### src/hw/rtl/btm_ram.sv
// Generic single-clock RAM with one write port and one registered read port.
module btm_ram #(
   parameter int WIDTH = 8,
   parameter int DEPTH = 256
) (
   input  logic                     clock,
   input  logic                     wr_en,
   input  logic [$clog2(DEPTH)-1:0] wr_addr,
   input  logic [WIDTH-1:0]         wr_data,
   input  logic                     rd_en,
   input  logic [$clog2(DEPTH)-1:0] rd_addr,
   output logic [WIDTH-1:0]         rd_data
);

   logic [WIDTH-1:0] mem_ff [DEPTH];
   logic [WIDTH-1:0] rd_data_ff;

   // Write and read; read data holds until the next read.
   always_ff @(posedge clock) begin
      if (wr_en) begin
         mem_ff[wr_addr] <= wr_data;
      end
      if (rd_en) begin
         rd_data_ff <= mem_ff[rd_addr];
      end
   end

   assign rd_data = rd_data_ff;

endmodule

### config.mk
export PLATFORM = sky130hd
export DESIGN_NAME = btm_ram
export DESIGN_NICKNAME = d
export VERILOG_FILES = /design/src/hw/rtl/btm_ram.sv
export SDC_FILE = /design/constraint.sdc
export NUM_CORES = 2
export LEC_CHECK = 0
export BUFFER_PORTS_ARGS = -buffer_cell sky130_fd_sc_hd__buf_2
export CORE_ASPECT_RATIO = 1.75
export CORE_UTILIZATION = 58
export CTS_BUF_LIST = sky130_fd_sc_hd__clkbuf_8
export CTS_CLUSTER_SIZE = 28
export DETAILED_ROUTE_END_ITERATION = 7
export PLACE_DENSITY = 0.73
export SYNTH_ARGS = -nofsm -noshare
export SYNTH_HDL_FRONTEND = slang
export SYNTH_SLANG_ARGS = --single-unit
### constraint.sdc
create_clock -name clock -period 2.8 [get_ports clock]
set_clock_uncertainty 0.05 [all_clocks]
set_input_delay 0.14 -clock clock [delete_from_list [all_inputs] [get_ports clock]]
set_output_delay 0.14 -clock clock [all_outputs]
set_load 0.005 [all_outputs]
==> results.toml <==
[worst_setup_path]
r2r_cells = 7
crit_fanout = 1
crit_type = "reg2reg"
r2r_slack_ns = 0.05
worstReg2RegStart = "mem_ff[211][5]"
timing.rr.end = "rd_data[5]"
critical_path_arrival_ns = 3.46
crit_required_ns = 3.51
worstSetupEndpointType = "register"
start_kind = "register"

[yosys]
synthFlopType = "edfxtp_1"
netlist_area_um2 = 79640
ys_seq_area_share_pct = 77.53
yosys.cell_types.count = 54
syn_avg_cell_area_um2 = 21.33
synth_nets = 3760
yosysWarnings = 0
synth-edff-count = 2056
synth_seq_cells = 2056
synthArstFlopShare_pct = 0
synthCells = 3733

[global_routing]
grt_overflow = 0
grt_pass1_wl_mm = 283.7
grt_max_degree = 112
grt_util_all_layers_pct = 28.98
antenna_found_initial = 10
grt_pass1_vias = 42230

[cells_and_area]
syn2layout_area_growth_pct = 14.24
nFillCells = 8591
layout-drive-gt1-share_pct = 30.31
fin_util_pct = 66.81
final-instance-count-excl-fill = 6409
mostFrequentLayoutCells = "edfxtp_1 (2056), buf_4 (481), mux4_2 (454), clkbuf_8 (303), nor2_1 (279)"
final_common_cell = "edfxtp_1"
layout.nets = 4419

[detailed_routing]
drtIter0Drc = 4604
vias_per_cell = 6.411
vias = 41090
wl_per_cell_um = 30.59
postRouteAntennaNets = 0
wl_mm = 196.0
first_pass_iters = 6
drc = 0

[floorplanning]
die_h_um = 492.2
start_util_pct = 58.48
ioPinCount = 35
die-area_um2 = 138800
core_area_um2 = 136200
die_x_um = 282.1
num_rows = 179

[clocking]
clock-sinks = 2056
htree_levels = 5
clk_path_buf_depth = 4
root_buffer = "clkbuf_8"
clkTransAtPathRegs_ns = 0.06
worstSkewPairLatency_ns = 1.01
cts_tree = "done"
postCtsSetupRepairBufs = 0
cts_inserted_buffers = 290

[sta]
max-slew-margin-rel_pct = 21.66
setup_violations = 0
slew_violations = 0
tightest_slew_ns = 1.164
finalHoldViolations = 0
period_share_pct = 98.13
timing.final.ws_setup_ns = 0.05233
rsz0062_at_grt = "no"
whs_ns = 0.1326
fin_tns_setup_ns = 0
fin_crit_ns = 2.748
fmax_ghz = 0.3639

[placed_design]
hpwl_mm = 131.6
post-place-ws_ns = -0.5933
dp.cells = 5886
gp_congestion = 0.8956
port_buffers = 34

[min_path]
hold_depth = 2
hp-class = "in2reg"
min_from = "rd_en"
hold_end = "rd_data[5]"

[power_and_ir_drop]
vdd_drop_max_uv = 485.8
p_leak_nw = 29.54
cellPowerDensity_nw_per_um2 = 642.5

[outcome]
status = "completed"

[flow_run]
maxCapViolations = 0
worst max-delay path by stage:
stage / startpoint / cells past startpoint / end / slack (ns)
after global placement: rd_addr[0] / 9 / rd_data[2] / -1.31
after floorplan: rd_addr[0] / 9 / rd_data[2] / 0.53
final: mem_ff[211][5] / 7 / rd_data[5] / 0.05
after CTS: mem_ff[211][2] / 5 / rd_data[2] / 0.01
after detailed placement: rd_addr[0] / 9 / rd_data[2] / -0.59
after global routing: mem_ff[24][3] / 8 / rd_data[3] / 0.007
stage by stage:
stage               power [mW]  cell area (um2)
global placement         37.88            85610
finish                   58.45            90980
detailed placement       37.95            85640
CTS                      58.68            90960
global route             60.05            90980
floorplan                36.27            79640
registers in the layout (all words and copies together), names as in the netlist:
name and count:
rd_data 8, mem_ff 2048
cell families after synthesis:
family	share of synthesized area, %
AO/OA/AOI/OAI	3.416
buffers and inverters	1.829
multiplexers	14.60
flip-flops	77.53
AND/OR/NAND/NOR	2.625
cells in the mapped netlist, types with 21 or more instances:
master / n / area [um2]
nor4_1: 24 / 150.1
clkbuf_1: 111 / 416.7
o22ai_1: 28 / 175.2
nand2_1: 33 / 123.9
a22oi_1: 133 / 998.5
buf_6: 21 / 236.5
buf_2: 31 / 155.2
buf_4: 27 / 202.7
o221ai_1: 46 / 402.9
nor2b_1: 31 / 193.9
buf_1: 22 / 82.58
nor2_1: 282 / 1059
nor3_1: 22 / 110.1
a21oi_1: 96 / 480.5
nand3_1: 34 / 170.2
mux4_2: 454 / 10220
mux2i_1: 134 / 1341
edfxtp_1: 2056 / 61740
per-layer routing:
layer,global-route usage [%],vias up,wire [um]
met1,34.74,21340,65250
met5,0,-,40
met4,15.02,6,11200
met2,50.24,2220,104300
met3,4.931,503,15230
li1,-,17020,-
report_power, final:
group / switching [mW] / internal [mW] / total, mW
clock: 10.7 / 10.4 / 21.1
combinational: 2.05 / 1.31 / 3.36
sequential: 0.0373 / 33.9 / 34.0
total: 12.8 / 45.7 / 58.4
critical path, cell delays in order, from the launching register on:
cell and delay, ns:
edfxtp_1 0.37, mux4_2 0.47, a22o_1 0.24, a221oi_1 0.59, o32ai_1 0.33, nor3_1 0.27
buf_4 0.16, nor4_1 0.04
repair_timing:
action,in CTS,in global routing
hold buffers,24,0
hold endpoints to repair,2292,0
resized for setup,2,0
endpoints found under the setup margin,2,0
layout make-up:
class	instances	area (um2)	area share (%)
inverters	2	7.507	0.008252
clock buffers	296	4074	4.478
diodes	7	17.52	0.01925
flip-flops and latches	2056	61740	67.86
clock inverters	196	993.5	1.092
repair buffers	600	5364	5.896
well taps	1810	2265	2.489
multi-input cells	1442	16520	18.16
Note: power is estimated with default switching activity, not from simulation.
